**config.mk**
```make
export PLATFORM = sky130hd
export DESIGN_NAME = fuzzy_match_best_word
export DESIGN_NICKNAME = d
export VERILOG_FILES = /design/src/fmbw_pkg.sv /design/src/fmbw_ram.sv /design/src/fmbw_core.sv /design/src/fmbw_outbuf.sv /design/src/fuzzy_match_best_word.sv
export SDC_FILE = /design/constraint.sdc
export NUM_CORES = 2
export LEC_CHECK = 0
export BUFFER_PORTS_ARGS = -buffer_cell sky130_fd_sc_hd__buf_2
export CAP_MARGIN = 5
export CORE_UTILIZATION = 59
export CTS_CLUSTER_SIZE = 10
export DETAILED_ROUTE_END_ITERATION = 7
export PLACE_DENSITY = 0.75
export SLEW_MARGIN = 20
export SYNTH_ARGS = -nofsm -noshare
export SYNTH_HDL_FRONTEND = slang
export SYNTH_SLANG_ARGS = --single-unit
```
**constraint.sdc**
```tcl
create_clock -name clk -period 18.32 [get_ports clk]
set_input_delay 0.916 -clock clk [delete_from_list [all_inputs] [get_ports clk]]
set_output_delay 0.916 -clock clk [all_outputs]
set_load 0.02 [all_outputs]
```
**src/fmbw_pkg.sv**
```systemverilog
// Shared types, constants and scoring functions for the fuzzy best-word matcher.
// No dependencies; every other file in src but fmbw_ram uses it by scoped names.
`default_nettype none

package fmbw_pkg;

  // Query store and field widths
  localparam int QUERY_LEN  = 128;
  localparam int QADDR_W    = $clog2(QUERY_LEN);
  localparam int QLEN_W     = $clog2(QUERY_LEN + 1);
  localparam int WORD_LEN   = 255;
  localparam int WLEN_W     = $clog2(WORD_LEN + 1);
  localparam int CHAR_W     = 8;
  localparam int CNT_W      = 10;
  localparam int PTS_W      = 12;
  localparam int TALLY_W    = 5;
  localparam int IN_USER_W  = 3;
  localparam int OUT_DATA_W = 48;

  // Score constants, one bit wider than the running score for headroom
  localparam logic signed [PTS_W:0] PTS_LO    = (PTS_W + 1)'(-512);
  localparam logic signed [PTS_W:0] PTS_HI    = (PTS_W + 1)'(2047);
  localparam logic signed [PTS_W:0] BONUS_SEP = (PTS_W + 1)'(10);
  localparam logic signed [PTS_W:0] BONUS_RUN = (PTS_W + 1)'(5);
  localparam logic signed [PTS_W:0] MISS_COST = (PTS_W + 1)'(-1);

  localparam logic signed [TALLY_W:0] TALLY_STEP = (TALLY_W + 1)'(3);
  localparam logic signed [TALLY_W:0] TALLY_LO   = (TALLY_W + 1)'(-9);

  localparam logic [CHAR_W-1:0] CASE_MASK = 8'hDF;
  localparam logic [CHAR_W-1:0] SPACE_CH  = 8'd32;

  typedef enum logic {
    OP_LOAD = 1'b0,
    OP_WORD = 1'b1
  } op_t;

  // One input beat
  typedef struct packed {
    op_t               op;
    logic [CHAR_W-1:0] ch;
    logic              first;
    logic              eow;
    logic              eol;
  } item_t;

  // One result beat
  typedef struct packed {
    logic [CNT_W-1:0]        word_number;
    logic signed [PTS_W-1:0] word_points;
    logic                    list_done;
    logic                    best_found;
    logic [CNT_W-1:0]        best_number;
    logic signed [PTS_W-1:0] best_points;
  } result_t;

  // Per-word scoring state
  typedef struct packed {
    logic                      run;
    logic signed [PTS_W-1:0]   pts;
    logic signed [TALLY_W-1:0] tally;
  } score_t;

  typedef struct packed {
    logic   hit;
    score_t s;
  } score_res_t;

  // Control bytes, space and the upper half count as separators
  function automatic logic is_sep(input logic [CHAR_W-1:0] b);
    return b[CHAR_W-1] || (b <= SPACE_CH);
  endfunction

  function automatic logic signed [PTS_W-1:0] clamp_pts(input logic signed [PTS_W:0] v);
    logic signed [PTS_W-1:0] r;
    if (v < PTS_LO) begin
      r = PTS_LO[PTS_W-1:0];
    end else if (v > PTS_HI) begin
      r = PTS_HI[PTS_W-1:0];
    end else begin
      r = v[PTS_W-1:0];
    end
    return r;
  endfunction

  // Score byte c (previous p, next n) against query byte q
  function automatic score_res_t score_byte(
    input logic [CHAR_W-1:0] c,
    input logic [CHAR_W-1:0] p,
    input logic [CHAR_W-1:0] n,
    input logic [CHAR_W-1:0] q,
    input logic              active,
    input score_t            s
  );
    score_res_t               r;
    logic                     leading;
    logic signed [PTS_W:0]    step;
    logic signed [PTS_W:0]    ext;
    logic signed [TALLY_W:0]  t;
    r       = '0;
    r.s     = s;
    leading = c[6] && !n[6];
    ext     = (PTS_W + 1)'(s.pts);
    t       = (TALLY_W + 1)'(s.tally);
    step    = MISS_COST;
    if (active) begin
      if ((c & CASE_MASK) == (q & CASE_MASK)) begin
        r.hit   = 1'b1;
        r.s.run = 1'b1;
        if (is_sep(p) || leading) begin
          step = BONUS_SEP;
        end else if (s.run) begin
          step = BONUS_RUN;
        end else begin
          step = '0;
        end
      end else begin
        r.s.run = 1'b0;
        if (leading) begin
          t = t - TALLY_STEP;
          if (t < TALLY_LO) begin
            t = TALLY_LO;
          end
          r.s.tally = t[TALLY_W-1:0];
        end
      end
      r.s.pts = clamp_pts(ext + step);
    end
    return r;
  endfunction

endpackage

`default_nettype wire

```
**src/fmbw_ram.sv**
```systemverilog
// Generic single-port-write, single-port-read RAM with registered read data.
// No dependencies.
`default_nettype none

module fmbw_ram #(
  parameter int WIDTH = 8,
  parameter int DEPTH = 128
) (
  input  wire logic                     clk,
  input  wire logic                     wr_en,
  input  wire logic [$clog2(DEPTH)-1:0] wr_addr,
  input  wire logic [WIDTH-1:0]         wr_data,
  input  wire logic [$clog2(DEPTH)-1:0] rd_addr,
  output logic      [WIDTH-1:0]         rd_data
);

  logic [WIDTH-1:0] mem [DEPTH];
  logic [WIDTH-1:0] rd_data_r;

  // write port
  always_ff @(posedge clk) begin
    if (wr_en) begin
      mem[wr_addr] <= wr_data;
    end
  end

  // registered read port
  always_ff @(posedge clk) begin
    rd_data_r <= mem[rd_addr];
  end

  assign rd_data = rd_data_r;

endmodule

`default_nettype wire

```
**src/fmbw_core.sv**
```systemverilog
// Scoring core: query store, per-word scoring state and best-word tracking.
// Depends on fmbw_pkg and fmbw_ram.
`default_nettype none

module fmbw_core (
  input  wire logic             clk,
  input  wire logic             rst_n,
  input  wire logic             go,
  input  wire fmbw_pkg::item_t  item,
  output logic                  res_v,
  output fmbw_pkg::result_t     res
);

  localparam int AW = fmbw_pkg::QADDR_W;

  // query store control
  logic [fmbw_pkg::QLEN_W-1:0] qlen_r,  qlen_nxt;
  logic [fmbw_pkg::QLEN_W-1:0] cur_r,   cur_nxt;
  logic [fmbw_pkg::CHAR_W-1:0] qcur_r,  qcur_nxt;  // query byte at cursor
  logic [fmbw_pkg::CHAR_W-1:0] q0_r,    q0_nxt;    // query byte 0
  logic                        byp_v_r, byp_v_nxt;
  logic [fmbw_pkg::CHAR_W-1:0] byp_d_r, byp_d_nxt;

  // word state
  logic [fmbw_pkg::CHAR_W-1:0] held_r, held_nxt;
  logic [fmbw_pkg::CHAR_W-1:0] bef_r,  bef_nxt;
  fmbw_pkg::score_t            sc_r,   sc_nxt;
  logic [fmbw_pkg::WLEN_W-1:0] wlen_r, wlen_nxt;
  logic [fmbw_pkg::CNT_W-1:0]  wcnt_r, wcnt_nxt;

  // best word so far
  logic signed [fmbw_pkg::PTS_W-1:0] top_pts_r, top_pts_nxt;
  logic [fmbw_pkg::CNT_W-1:0]        top_num_r, top_num_nxt;
  logic [fmbw_pkg::WLEN_W-1:0]       top_len_r, top_len_nxt;
  logic                              top_v_r,   top_v_nxt;

  // RAM port
  logic                        wr_en;
  logic [AW-1:0]               wr_addr;
  logic [AW-1:0]               rd_addr;
  logic [fmbw_pkg::CHAR_W-1:0] ram_q;

  // combinational intermediates
  logic [fmbw_pkg::QLEN_W-1:0]       eff;
  logic [fmbw_pkg::CHAR_W-1:0]       rd_q;
  logic                              new_w;
  fmbw_pkg::score_res_t              r1, r2;
  logic [fmbw_pkg::QLEN_W-1:0]       cur1;
  logic [fmbw_pkg::CHAR_W-1:0]       q1;
  fmbw_pkg::score_t                  sa;
  logic [fmbw_pkg::CHAR_W-1:0]       pb;
  logic [fmbw_pkg::WLEN_W-1:0]       wlen1;
  logic signed [fmbw_pkg::PTS_W:0]   pts_x, tly_x;
  logic signed [fmbw_pkg::PTS_W-1:0] wpts;
  logic                              ge, keep;
  logic signed [fmbw_pkg::PTS_W-1:0] tpts_new;
  logic [fmbw_pkg::CNT_W-1:0]        tnum_new;
  logic [fmbw_pkg::WLEN_W-1:0]       tlen_new;
  logic                              tv_new;

  fmbw_ram #(
    .WIDTH (fmbw_pkg::CHAR_W),
    .DEPTH (fmbw_pkg::QUERY_LEN)
  ) u_qram (
    .clk     (clk),
    .wr_en   (wr_en),
    .wr_addr (wr_addr),
    .wr_data (item.ch),
    .rd_addr (rd_addr),
    .rd_data (ram_q)
  );

  // scoring datapath: held byte first, then the final byte at word end
  always_comb begin
    eff  = item.first ? '0 : qlen_r;
    rd_q = byp_v_r ? byp_d_r : ram_q;   // query byte at cursor + 1
    new_w = item.first || (wlen_r == '0);

    r1 = fmbw_pkg::score_byte(held_r, bef_r, item.ch, qcur_r,
                              (cur_r < qlen_r) && !new_w, sc_r);
    if (new_w) begin
      cur1  = '0;
      q1    = q0_r;
      sa    = '0;
      pb    = '0;
      wlen1 = fmbw_pkg::WLEN_W'(1);
    end else begin
      cur1  = r1.hit ? cur_r + fmbw_pkg::QLEN_W'(1) : cur_r;
      q1    = r1.hit ? rd_q : qcur_r;
      sa    = r1.s;
      pb    = held_r;
      wlen1 = (wlen_r < fmbw_pkg::WLEN_W'(fmbw_pkg::WORD_LEN)) ?
              wlen_r + fmbw_pkg::WLEN_W'(1) : wlen_r;
    end

    r2 = fmbw_pkg::score_byte(item.ch, pb, '0, q1, cur1 < qlen_r, sa);

    // word score and best-word update
    pts_x = (fmbw_pkg::PTS_W + 1)'(r2.s.pts);
    tly_x = (fmbw_pkg::PTS_W + 1)'(r2.s.tally);
    wpts  = fmbw_pkg::clamp_pts(pts_x + tly_x);
    ge    = wpts >= top_pts_r;
    keep  = (wpts == top_pts_r) && top_v_r && (top_len_r < wlen1);
    tpts_new = ge ? wpts : top_pts_r;
    tnum_new = (ge && !keep) ? wcnt_r : top_num_r;
    tlen_new = (ge && !keep) ? wlen1 : top_len_r;
    tv_new   = ge || top_v_r;
  end

  // next state
  always_comb begin
    qlen_nxt    = qlen_r;
    cur_nxt     = cur_r;
    qcur_nxt    = qcur_r;
    q0_nxt      = q0_r;
    held_nxt    = held_r;
    bef_nxt     = bef_r;
    sc_nxt      = sc_r;
    wlen_nxt    = wlen_r;
    wcnt_nxt    = wcnt_r;
    top_pts_nxt = top_pts_r;
    top_num_nxt = top_num_r;
    top_len_nxt = top_len_r;
    top_v_nxt   = top_v_r;
    wr_en       = 1'b0;
    wr_addr     = eff[AW-1:0];
    res_v       = 1'b0;
    res         = '0;

    if (go) begin
      case (item.op)
        fmbw_pkg::OP_LOAD: begin
          qlen_nxt = eff;
          if (eff < fmbw_pkg::QLEN_W'(fmbw_pkg::QUERY_LEN)) begin
            wr_en    = 1'b1;
            qlen_nxt = eff + fmbw_pkg::QLEN_W'(1);
            if (eff == '0) begin
              q0_nxt = item.ch;
            end
            if (eff == cur_r) begin
              qcur_nxt = item.ch;
            end
          end
        end
        fmbw_pkg::OP_WORD: begin
          if (item.eow) begin
            res_v            = 1'b1;
            res.word_number  = wcnt_r;
            res.word_points  = wpts;
            res.list_done    = item.eol;
            res.best_found   = item.eol && tv_new;
            res.best_number  = (item.eol && tv_new) ? tnum_new : '0;
            res.best_points  = item.eol ? tpts_new : '0;
            if (item.eol) begin
              wcnt_nxt    = '0;
              top_pts_nxt = '0;
              top_num_nxt = '0;
              top_len_nxt = '0;
              top_v_nxt   = 1'b0;
            end else begin
              wcnt_nxt    = wcnt_r + fmbw_pkg::CNT_W'(1);
              top_pts_nxt = tpts_new;
              top_num_nxt = tnum_new;
              top_len_nxt = tlen_new;
              top_v_nxt   = tv_new;
            end
            cur_nxt  = '0;
            qcur_nxt = q0_r;
            held_nxt = '0;
            bef_nxt  = '0;
            sc_nxt   = '0;
            wlen_nxt = '0;
          end else begin
            cur_nxt  = cur1;
            qcur_nxt = q1;
            held_nxt = item.ch;
            bef_nxt  = pb;
            sc_nxt   = sa;
            wlen_nxt = wlen1;
          end
        end
        default: ;
      endcase
    end

    // look one query byte ahead; forward a write to the same entry
    rd_addr   = AW'(cur_nxt + fmbw_pkg::QLEN_W'(1));
    byp_v_nxt = wr_en && (wr_addr == rd_addr);
    byp_d_nxt = item.ch;
  end

  // control state
  always_ff @(posedge clk) begin
    if (!rst_n) begin
      qlen_r    <= '0;
      cur_r     <= '0;
      byp_v_r   <= 1'b0;
      held_r    <= '0;
      bef_r     <= '0;
      sc_r      <= '0;
      wlen_r    <= '0;
      wcnt_r    <= '0;
      top_pts_r <= '0;
      top_num_r <= '0;
      top_len_r <= '0;
      top_v_r   <= 1'b0;
    end else begin
      qlen_r    <= qlen_nxt;
      cur_r     <= cur_nxt;
      byp_v_r   <= byp_v_nxt;
      held_r    <= held_nxt;
      bef_r     <= bef_nxt;
      sc_r      <= sc_nxt;
      wlen_r    <= wlen_nxt;
      wcnt_r    <= wcnt_nxt;
      top_pts_r <= top_pts_nxt;
      top_num_r <= top_num_nxt;
      top_len_r <= top_len_nxt;
      top_v_r   <= top_v_nxt;
    end
  end

  // cached query bytes
  always_ff @(posedge clk) begin
    qcur_r  <= qcur_nxt;
    q0_r    <= q0_nxt;
    byp_d_r <= byp_d_nxt;
  end

endmodule

`default_nettype wire

```
**src/fmbw_outbuf.sv**
```systemverilog
// Result register with a skid stage so the core keeps running while a beat waits.
// Depends on fmbw_pkg.
`default_nettype none

module fmbw_outbuf (
  input  wire logic               clk,
  input  wire logic               rst_n,
  input  wire logic               res_v,
  input  wire fmbw_pkg::result_t  res,
  input  wire logic               out_tready,
  output logic                    out_tvalid,
  output fmbw_pkg::result_t       out_res,
  output logic                    full
);

  logic              out_v_r, out_v_nxt;
  fmbw_pkg::result_t out_d_r, out_d_nxt;
  logic              sk_v_r,  sk_v_nxt;
  fmbw_pkg::result_t sk_d_r,  sk_d_nxt;

  // the core only produces when the skid slot is empty
  always_comb begin
    out_v_nxt = out_v_r;
    out_d_nxt = out_d_r;
    sk_v_nxt  = sk_v_r;
    sk_d_nxt  = sk_d_r;
    if (out_v_r && !out_tready) begin
      if (res_v) begin
        sk_v_nxt = 1'b1;
        sk_d_nxt = res;
      end
    end else if (sk_v_r) begin
      out_v_nxt = 1'b1;
      out_d_nxt = sk_d_r;
      sk_v_nxt  = 1'b0;
    end else begin
      out_v_nxt = res_v;
      out_d_nxt = res;
    end
  end

  always_ff @(posedge clk) begin
    if (!rst_n) begin
      out_v_r <= 1'b0;
      sk_v_r  <= 1'b0;
    end else begin
      out_v_r <= out_v_nxt;
      sk_v_r  <= sk_v_nxt;
    end
  end

  always_ff @(posedge clk) begin
    out_d_r <= out_d_nxt;
    sk_d_r  <= sk_d_nxt;
  end

  assign out_tvalid = out_v_r;
  assign out_res    = out_d_r;
  assign full       = sk_v_r;

endmodule

`default_nettype wire

```
**src/fuzzy_match_best_word.sv**
```systemverilog
// Top level of the fuzzy best-word matcher: input register, scoring core, result buffer.
// Depends on fmbw_pkg, fmbw_core, fmbw_outbuf (and fmbw_ram through the core).
//
//   channel | direction | carries
//   --------+-----------+------------------------------------------------
//   in_     | slave     | query load beats and candidate word bytes
//   out_    | master    | one beat per finished word, best word at list end
//
// Throughput is one beat per clock while the output is not backed up; a word's last byte
// passes the input register, then its result is held in the result register.
// The query byte compare reads a 128-entry store one entry ahead of the cursor.
// Reset clears all control state at once; no clearing pass. Query entries are
// undefined until loaded.
// Input stalls only when both the result register and its skid stage are full.
`default_nettype none

module fuzzy_match_best_word (
  input  wire logic                               clk,
  input  wire logic                               rst_n,
  // in: tdata = char_code; tuser = {last_of_list, first, opcode}; tlast = last_of_word
  input  wire logic                               in_tvalid,
  output logic                                    in_tready,
  input  wire logic [fmbw_pkg::CHAR_W-1:0]        in_tdata,   // [7:0] char_code
  input  wire logic [fmbw_pkg::IN_USER_W-1:0]     in_tuser,   // [0] opcode [1] first [2] last_of_list
  input  wire logic                               in_tlast,
  // out: tlast = list_done, tuser = best_found
  output logic                                    out_tvalid,
  input  wire logic                               out_tready,
  output logic [fmbw_pkg::OUT_DATA_W-1:0]         out_tdata,  // [9:0] word_number [21:10] word_points
                                                              // [31:22] best_number [43:32] best_points
  output logic                                    out_tuser,  // [0] best_found
  output logic                                    out_tlast
);

  logic              v1_r, v1_nxt;
  fmbw_pkg::item_t   item_r, item_nxt;
  logic              go;
  logic              res_v;
  fmbw_pkg::result_t res;
  fmbw_pkg::result_t out_res;
  logic              ob_full;

  // input register
  assign go        = v1_r && !ob_full;
  assign in_tready = !v1_r || !ob_full;

  always_comb begin
    v1_nxt   = v1_r;
    item_nxt = item_r;
    if (in_tvalid && in_tready) begin
      v1_nxt         = 1'b1;
      item_nxt.op    = fmbw_pkg::op_t'(in_tuser[0]);
      item_nxt.ch    = in_tdata;
      item_nxt.first = in_tuser[1];
      item_nxt.eow   = in_tlast;
      item_nxt.eol   = in_tuser[2];
    end else if (go) begin
      v1_nxt = 1'b0;
    end
  end

  always_ff @(posedge clk) begin
    if (!rst_n) begin
      v1_r <= 1'b0;
    end else begin
      v1_r <= v1_nxt;
    end
  end

  always_ff @(posedge clk) begin
    item_r <= item_nxt;
  end

  fmbw_core u_core (
    .clk   (clk),
    .rst_n (rst_n),
    .go    (go),
    .item  (item_r),
    .res_v (res_v),
    .res   (res)
  );

  fmbw_outbuf u_outbuf (
    .clk        (clk),
    .rst_n      (rst_n),
    .res_v      (res_v),
    .res        (res),
    .out_tready (out_tready),
    .out_tvalid (out_tvalid),
    .out_res    (out_res),
    .full       (ob_full)
  );

  // result beat packing
  assign out_tdata = fmbw_pkg::OUT_DATA_W'({out_res.best_points, out_res.best_number,
                                            out_res.word_points, out_res.word_number});
  assign out_tlast = out_res.list_done;
  assign out_tuser = out_res.best_found;

endmodule

`default_nettype wire

```
; Word-level counts from Yosys, hierarchy flattened
; Memories as Yosys holds them, arrays and structs flattened. A register that Yosys moved wholly into a read port is not among the register bits.
; Index checks and enable logic that the tools add are counted.
[word_totals]
ff_bits = 230
ram_bits = 1024
input_bits = 16
out_inout_bits = 52
wordCells = 177
memories = 1
[mem_list]
columns = memory, depth, word_bits, read_ports, rd_ports_with_merged_regs, write_ports, line_no
row1 = u_core.u_qram.mem, 128, 8, 1, 1, 1, fmbw_ram.sv:17  ; logic [WIDTH-1:0] mem [DEPTH];
[op_classes]
add_sub_neg = 10
magnitude_cmp = 16
n_eq_ne = 7
n_mux = 70
n_bitwise = 1
reduce_logical = 35
[op_table]
columns = operator, count
row1 = 46-bit two-way mux, 4
row2 = 8-bit two-way mux, 21
row3 = 12-bit two-way mux, 9
row4 = 13-bit two-way mux, 6
row5 = 10-bit two-way mux, 4
row6 = 13-bit by 12-bit > comparator with 1-bit output (second input constant), 3
row7 = 13-bit by 10-bit < comparator with 1-bit output (second input constant), 3
row8 = 18-bit two-way mux, 2
row9 = 5-bit two-way mux, 6
row10 = 12-bit by 13-bit adder with 13-bit output, 2
row11 = 8-bit by 1-bit adder with 8-bit output (second input constant), 3
row12 = 8-bit < comparator, 3
row13 = 7-bit equality test, 3
row14 = 19-bit two-way mux, 1
row15 = 17-bit two-way mux, 1
row16 = 8-bit by 6-bit <= comparator with 1-bit output (second input constant), 2
row17 = 8-bit logical NOT, 2
row18 = 8-bit < comparator (second input constant), 2
row19 = 8-bit case mux with 2 select lines, 1
row20 = 12-bit by 5-bit adder with 13-bit output, 1
row21 = 1-bit two-way mux, 13
row22 = 12-bit equality test, 1
row23 = 12-bit greater-or-equal comparator, 1
row24 = 6-bit by 5-bit < comparator with 1-bit output (second input constant), 2
row25 = other kinds (14), 43

; Logic depth before layout (Yosys ltp)
[logic_depth]
ltp_word = 36
depth_mapped = 62
ltp_nobuf = 59

; Hierarchy
; Synthesis repeated with hierarchy kept, for this count alone.
[unflattened]
hier_cells = 3059
hier_area_um2 = 53689.0
[modules_own_cells]
columns = mod, instances, cells_each, area_per_inst_um2, seq_area_each_um2
row1 = fmbw_ram, 1, 1635, 39665.5, 30909.6
row2 = fmbw_core, 1, 1250, 10058.4, 2562.5
row3 = fmbw_outbuf, 1, 151, 3520.9, 2802.7
row4 = fuzzy_match_best_word, 1, 23, 444.2, 380.4

; Worst setup path after synthesis
; OpenSTA, ideal clock, no wires.
[synth_timing]
path_type = reg-to-reg
from = reg item_r[9] (netlist name)
to = reg u_core.top_len_r[1] (netlist name)
setup_time_ps = 60
arrival_ps = 12992
t_required_ps = 18260
slack_ps = 5269
stages_incl_launch_ff = 56
n_path_buf = 3
period_less_slack_ps = 13051
cell_sequence = edfxtp_1 -> nor2b_1 -> nor3_1 -> nand2_1 -> fa_1 -> a21o_1 -> a21oi_1 -> o21bai_1 -> a21oi_1 -> o21ai_0 -> a2111oi_0 -> o31a_1 -> nand2_1 -> o21a_1 -> o21ai_0 -> ha_1 -> inv_1 -> fa_1 -> (+20 left out) -> o21bai_1 -> o2111ai_1 -> a21oi_1 -> nor2_1 -> clkbuf_1 -> nor2_1 -> ha_1 -> a21o_1 -> a21o_1 -> a21o_1 -> a21o_1 -> a221o_1 -> a21oi_1 -> o21bai_1 -> clkbuf_1 -> a31oi_1 -> clkbuf_1 -> a22o_1
[synth_via]
elab_chain_cells = 28
word_cells_on_any_way = 44
classes_between = 4 x add/sub / 8 x order compare / 2 x eq/ne / 20 x mux / 10 x reduce/logical
[synth_rtl]
columns = item, line_no
row1 = start: declaration, fuzzy_match_best_word.sv:36  ; fmbw_pkg::item_t item_r, item_nxt;
row2 = start signal: assignment, fuzzy_match_best_word.sv:71  ; item_r <= item_nxt;
row3 = 1-bit logical NOT, fmbw_pkg.sv:102  ; leading = c[6] && !n[6];
row4 = 1-bit logical AND, fmbw_pkg.sv:102
row5 = 1-bit logical OR, fmbw_pkg.sv:110  ; if (is_sep(p) || leading) begin
row6 = 13-bit two-way mux, fmbw_pkg.sv:110
row7 = 13-bit two-way mux, fmbw_pkg.sv:107  ; if ((c & CASE_MASK) == (q & CASE_MASK)) begin
row8 = 13-bit two-way mux, fmbw_pkg.sv:106  ; if (active) begin
row9 = 12-bit by 13-bit adder with 13-bit output, fmbw_pkg.sv:127  ; r.s.pts = clamp_pts(ext + step);
row10 = 13-bit by 12-bit > comparator with 1-bit output, fmbw_pkg.sv:78  ; end else if (v > PTS_HI) begin
row11 = (+9 left out), n/a
row12 = 12-bit by 5-bit adder with 13-bit output (*), fmbw_core.sv:101  ; wpts = fmbw_pkg::clamp_pts(pts_x + tly_x);
row13 = 13-bit by 12-bit > comparator with 1-bit output, fmbw_pkg.sv:78
row14 = 12-bit two-way mux, fmbw_pkg.sv:78
row15 = 12-bit two-way mux (*), fmbw_pkg.sv:76  ; if (v < PTS_LO) begin
row16 = branches (longest 4 deep; another with 12-bit greater-or-equal comparator), n/a
row17 = 1-bit logical AND (*), fmbw_core.sv:106  ; tlen_new = (ge && !keep) ? wlen1 : top_len_r;
row18 = 2-bit nonzero test (no source line) (*), n/a
row19 = 4-bit AND reduction (no source line) (*), n/a
row20 = end signal: assignment, fmbw_core.sv:218  ; top_len_r <= top_len_nxt;
row21 = end: declaration, fmbw_core.sv:34  ; logic [fmbw_pkg::WLEN_W-1:0] top_len_r, top_len_nxt;
; Every way passes the cells marked *. The select of a mux whose other input is x is not followed.
; A chain may end at the register's enable or synchronous reset.

; Worst setup path after layout
[layout_timing]
from = reg u_core.qcur_r[2] (netlist name)
to = reg u_core.top_num_r[5] (netlist name)
[layout_via]
elab_chain_cells = 25
word_cells_on_any_way = 46
classes_between = 4 x add/sub / 9 x order compare / 3 x eq/ne / 26 x mux / 4 x reduce/logical
[layout_rtl]
columns = item, line_no
row1 = start: declaration, fmbw_core.sv:19  ; logic [fmbw_pkg::CHAR_W-1:0] qcur_r, qcur_nxt;
row2 = start signal: assignment, fmbw_core.sv:225  ; qcur_r <= qcur_nxt;
row3 = 7-bit equality test, fmbw_pkg.sv:107
row4 = 13-bit two-way mux, fmbw_pkg.sv:107
row5 = 13-bit two-way mux, fmbw_pkg.sv:106
row6 = 12-bit by 13-bit adder with 13-bit output, fmbw_pkg.sv:127
row7 = 13-bit by 12-bit > comparator with 1-bit output, fmbw_pkg.sv:78
row8 = 12-bit two-way mux, fmbw_pkg.sv:78
row9 = 12-bit two-way mux, fmbw_pkg.sv:76
row10 = 19-bit two-way mux, fmbw_pkg.sv:106
row11 = (+6 left out), n/a
row12 = 12-bit by 5-bit adder with 13-bit output (*), fmbw_core.sv:101
row13 = 13-bit by 12-bit > comparator with 1-bit output, fmbw_pkg.sv:78
row14 = 12-bit two-way mux, fmbw_pkg.sv:78
row15 = 12-bit two-way mux (*), fmbw_pkg.sv:76
row16 = branches (longest 4 deep; another with 12-bit greater-or-equal comparator), n/a
row17 = 1-bit logical AND (*), fmbw_core.sv:105  ; tnum_new = (ge && !keep) ? wcnt_r : top_num_r;
row18 = 10-bit two-way mux (*), fmbw_core.sv:105
row19 = 10-bit two-way mux (*), fmbw_core.sv:154  ; if (item.eol) begin
row20 = end signal: assignment, fmbw_core.sv:217  ; top_num_r <= top_num_nxt;
row21 = end: declaration, fmbw_core.sv:33  ; logic [fmbw_pkg::CNT_W-1:0] top_num_r, top_num_nxt;
; Marks and branches as above.

==> flow_summary.ini <==
[final_layout]
fill_cells = 5374
final_common_cell = edfxtp_1
final_net_count = 3368
drive_gt1_share_pct = 16.6
multi_input_area_sq_um = 15100
area_growth_pct = 11.2
final_cell_mix = edfxtp_1, nand2_1, nor2_1, mux4_2, clkbuf_16
final_cells = 4399
utilization_pct = 66.2
regArea_sq_um = 32800

[floorplan]
pin_count = 68
rows = 105
die_h_microns = 289
die_w_microns = 289
core-area_sq_um = 81800
initial_utilization_pct = 59.5
dieArea_sq_um = 83700

[flow_run]
drv_cap = 0

[setup_path]
crit_required_ps = 18980
crit_path_max_fanout = 17
crit_path_frequent_cell = o21ai_0
slowest_delay_ps = 710
crit_type = flip-flop to flip-flop
crit_slowest_cell = nor2_2
crit_arrival_ps = 14770
end_kind = flip-flop
worstSetupStartpointType = flip-flop

[sta]
maxSlewViolCount = 0
skew_ps = 39.7
tightest_slew_ps = 1050
setup_ws_ps = 4210
slew_headroom_pct = 30.0
finalCritPeriodShare_pct = 77.0
fin_crit_ps = 14110
hold_viol = 0
setup_viol = 0
rsz0062_at_grt = false
fin_tns_setup_ps = 0
fmax_mhz = 70.9

[drt]
drc = 0
antenna_left = 0
wl_per_cell_microns = 26.7
drt_first_pass_iters = 5
routed-via-count = 28800
wl_microns = 117000
dr.first_iter.drc_count = 3015
via_per_inst = 6.56

[synth]
ys_seq_area_share_pct = 67.3
yosys.cell_types.count = 91
synth_flop_cell = edfxtp_1
async_reset_ff_share_pct = 0
synth_area_sq_um = 48700
synth_edf_count = 1014
avgSynthCellArea_sq_um = 15.3
synth.yosys.warnings = 0
synth_seq_cells = 1131
syn_inst = 3181

[global_route]
antenna_found_initial = 1
grt_pass1_vias = 29000
overflow = 0
grt_max_degree = 109
grt_pass1_wl_microns = 177000
globalRouteTotalUtil_pct = 28.5

[clock_tree]
clk_latency_ps = 730
cts_buffers = 133
cts.path.max_buffers = 3
post_cts_buffers = 0
holdBufCountCts = 0
htreeDepth = 4
cts_tree = built
clock_sinks = 1131
cts_root_buf = clkbuf_16
clkTransAtPathRegs_ps = 60
cts_repair_resize_count = 0

[placed_design]
gp_congestion = 0.891
pre_cts_slack_ps = 4070
io_buffers = 63
place_hpwl_microns = 71100
placed_cells = 4202

[hold_path]
hold_path.class = primary input to flip-flop

[power]
peakVddDrop_uv = 82.0
leakage_nw = 18.1
powerDensity_nw_per_um2 = 99.5
power.total_mw = 5.39

[run_status]
status = finished clean
[registers in the layout, indices dropped and copies added (netlist names)]
register and flops:
u_core.byp_v_r 1, u_core.top_v_r 1, u_core.qlen_r 8, u_core.held_r 8
u_outbuf.sk_d_r 46, u_outbuf.out_res 46, item_r 12, u_outbuf.out_tvalid 1
v1_r 1, u_core.cur_r 8, u_core.u_qram.mem 896, u_core.qcur_r 7
u_outbuf.full 1, u_core.bef_r 8, u_core.q0_r 7, u_core.sc_r 18
u_core.wlen_r 8, u_core.top_num_r 10, u_core.byp_d_r 7, u_core.top_pts_r 12
u_core.u_qram.rd_data 7, u_core.top_len_r 8, u_core.wcnt_r 10
[through the flow]
stage          hold WS (ps)  instance area [sq um]
2_1_floorplan           419                  48700
3_3_place_gp            440                  50200
3_5_place_dp            443                  50200
4_1_cts                 332                  54100
5_1_grt                 348                  54200
6_report                365                  54200
[layout make-up]
class	instances	share of cell area (%)
multi-input cells	1807	27.8
inverters	73	0.506
diodes	2	0.00924
clock buffers	175	6.51
flip-flops and latches	1131	60.5
repair buffers	122	1.47
clock inverters	19	0.686
well taps	1070	2.47
[cell usage after synthesis, types with 7 or more instances]
master	number	area, sq um
a2111oi_0	9	78.8
a21boi_0	7	52.6
a21o_1	37	278
a21oi_1	83	415
a22o_1	22	193
a22oi_1	29	218
a2bb2oi_1	12	105
a31oi_1	11	68.8
a32oi_1	13	114
and2_1	23	144
and3_1	26	163
buf_1	11	41.3
buf_2	24	120
buf_4	22	165
clkbuf_1	116	435
dfxtp_1	117	2340
edfxtp_1	1014	30400
ha_1	81	1010
inv_1	68	255
mux2i_1	67	671
mux4_2	226	5090
nand2_1	325	1220
nand2b_1	8	50.1
nand3_1	86	430
nand3b_1	7	52.6
nand4_1	43	269
nor2_1	241	905
nor2b_1	53	332
nor3_1	43	215
o211ai_1	13	97.6
o21a_1	10	75.1
o21ai_0	75	375
o21bai_1	7	52.6
o31ai_1	33	248
o41ai_1	11	96.3
or2_2	7	43.8
or3_1	7	43.8
xnor2_1	43	377
xor2_1	33	289
[routing by layer]
layer	vias to the layer above	track usage, %	share of wire [%]
met2	1483	47.2	50
met1	14500	37.5	38
li1	12500	-	-
met3	297	4.79	8.0
met5	-	0	0
met4	0	12.5	4.2
[critical path, delay by kind of cell, from the launching register on]
family          cells  cell delay (ps)
flops               1              410
buf+inv             3              250
compound gates     33             7400
simple gates       13             3640
fa+ha+maj           7             2170
xor+xnor            1              170
[worst paths after layout]
check | end | slack, ps | depth (start not counted) | startpoint
hold reg to reg | u_core.top_pts_r[9] | 460 | 2 | u_core.top_pts_r[9]
setup reg to reg | u_core.top_num_r[5] | 4210 | 57 | u_core.qcur_r[2]
setup / recovery | u_core.top_num_r[5] | 4210 | 57 | u_core.qcur_r[2]
hold / removal | item_r[8] | 360 | 1 | in_tdata[5]
[logic make-up (layout without fill, tap and decap cells)]
family / after synthesis / count (layout) / synth area share, %
and+or+nand+nor: 900 / 900 / 8.50
other: 1 / 6 / 0.00770
buffers and inverters: 246 / 389 / 2.13
muxes: 297 / 297 / 11.9
adders and majority gates: 84 / 84 / 2.20
DFF: 1131 / 1131 / 67.3
AOI/OAI and AO/OA: 445 / 445 / 6.53
xor gates and xnor gates: 77 / 77 / 1.40
[power breakdown]
part           switching (mW)  internal, mW  total, mW
combinational           0.116        0.0440      0.160
clock                    1.02          1.38       2.41
sequential            0.00694          2.82       2.82
total                    1.15          4.24       5.39
Note: power is estimated with default switching activity, not from simulation.
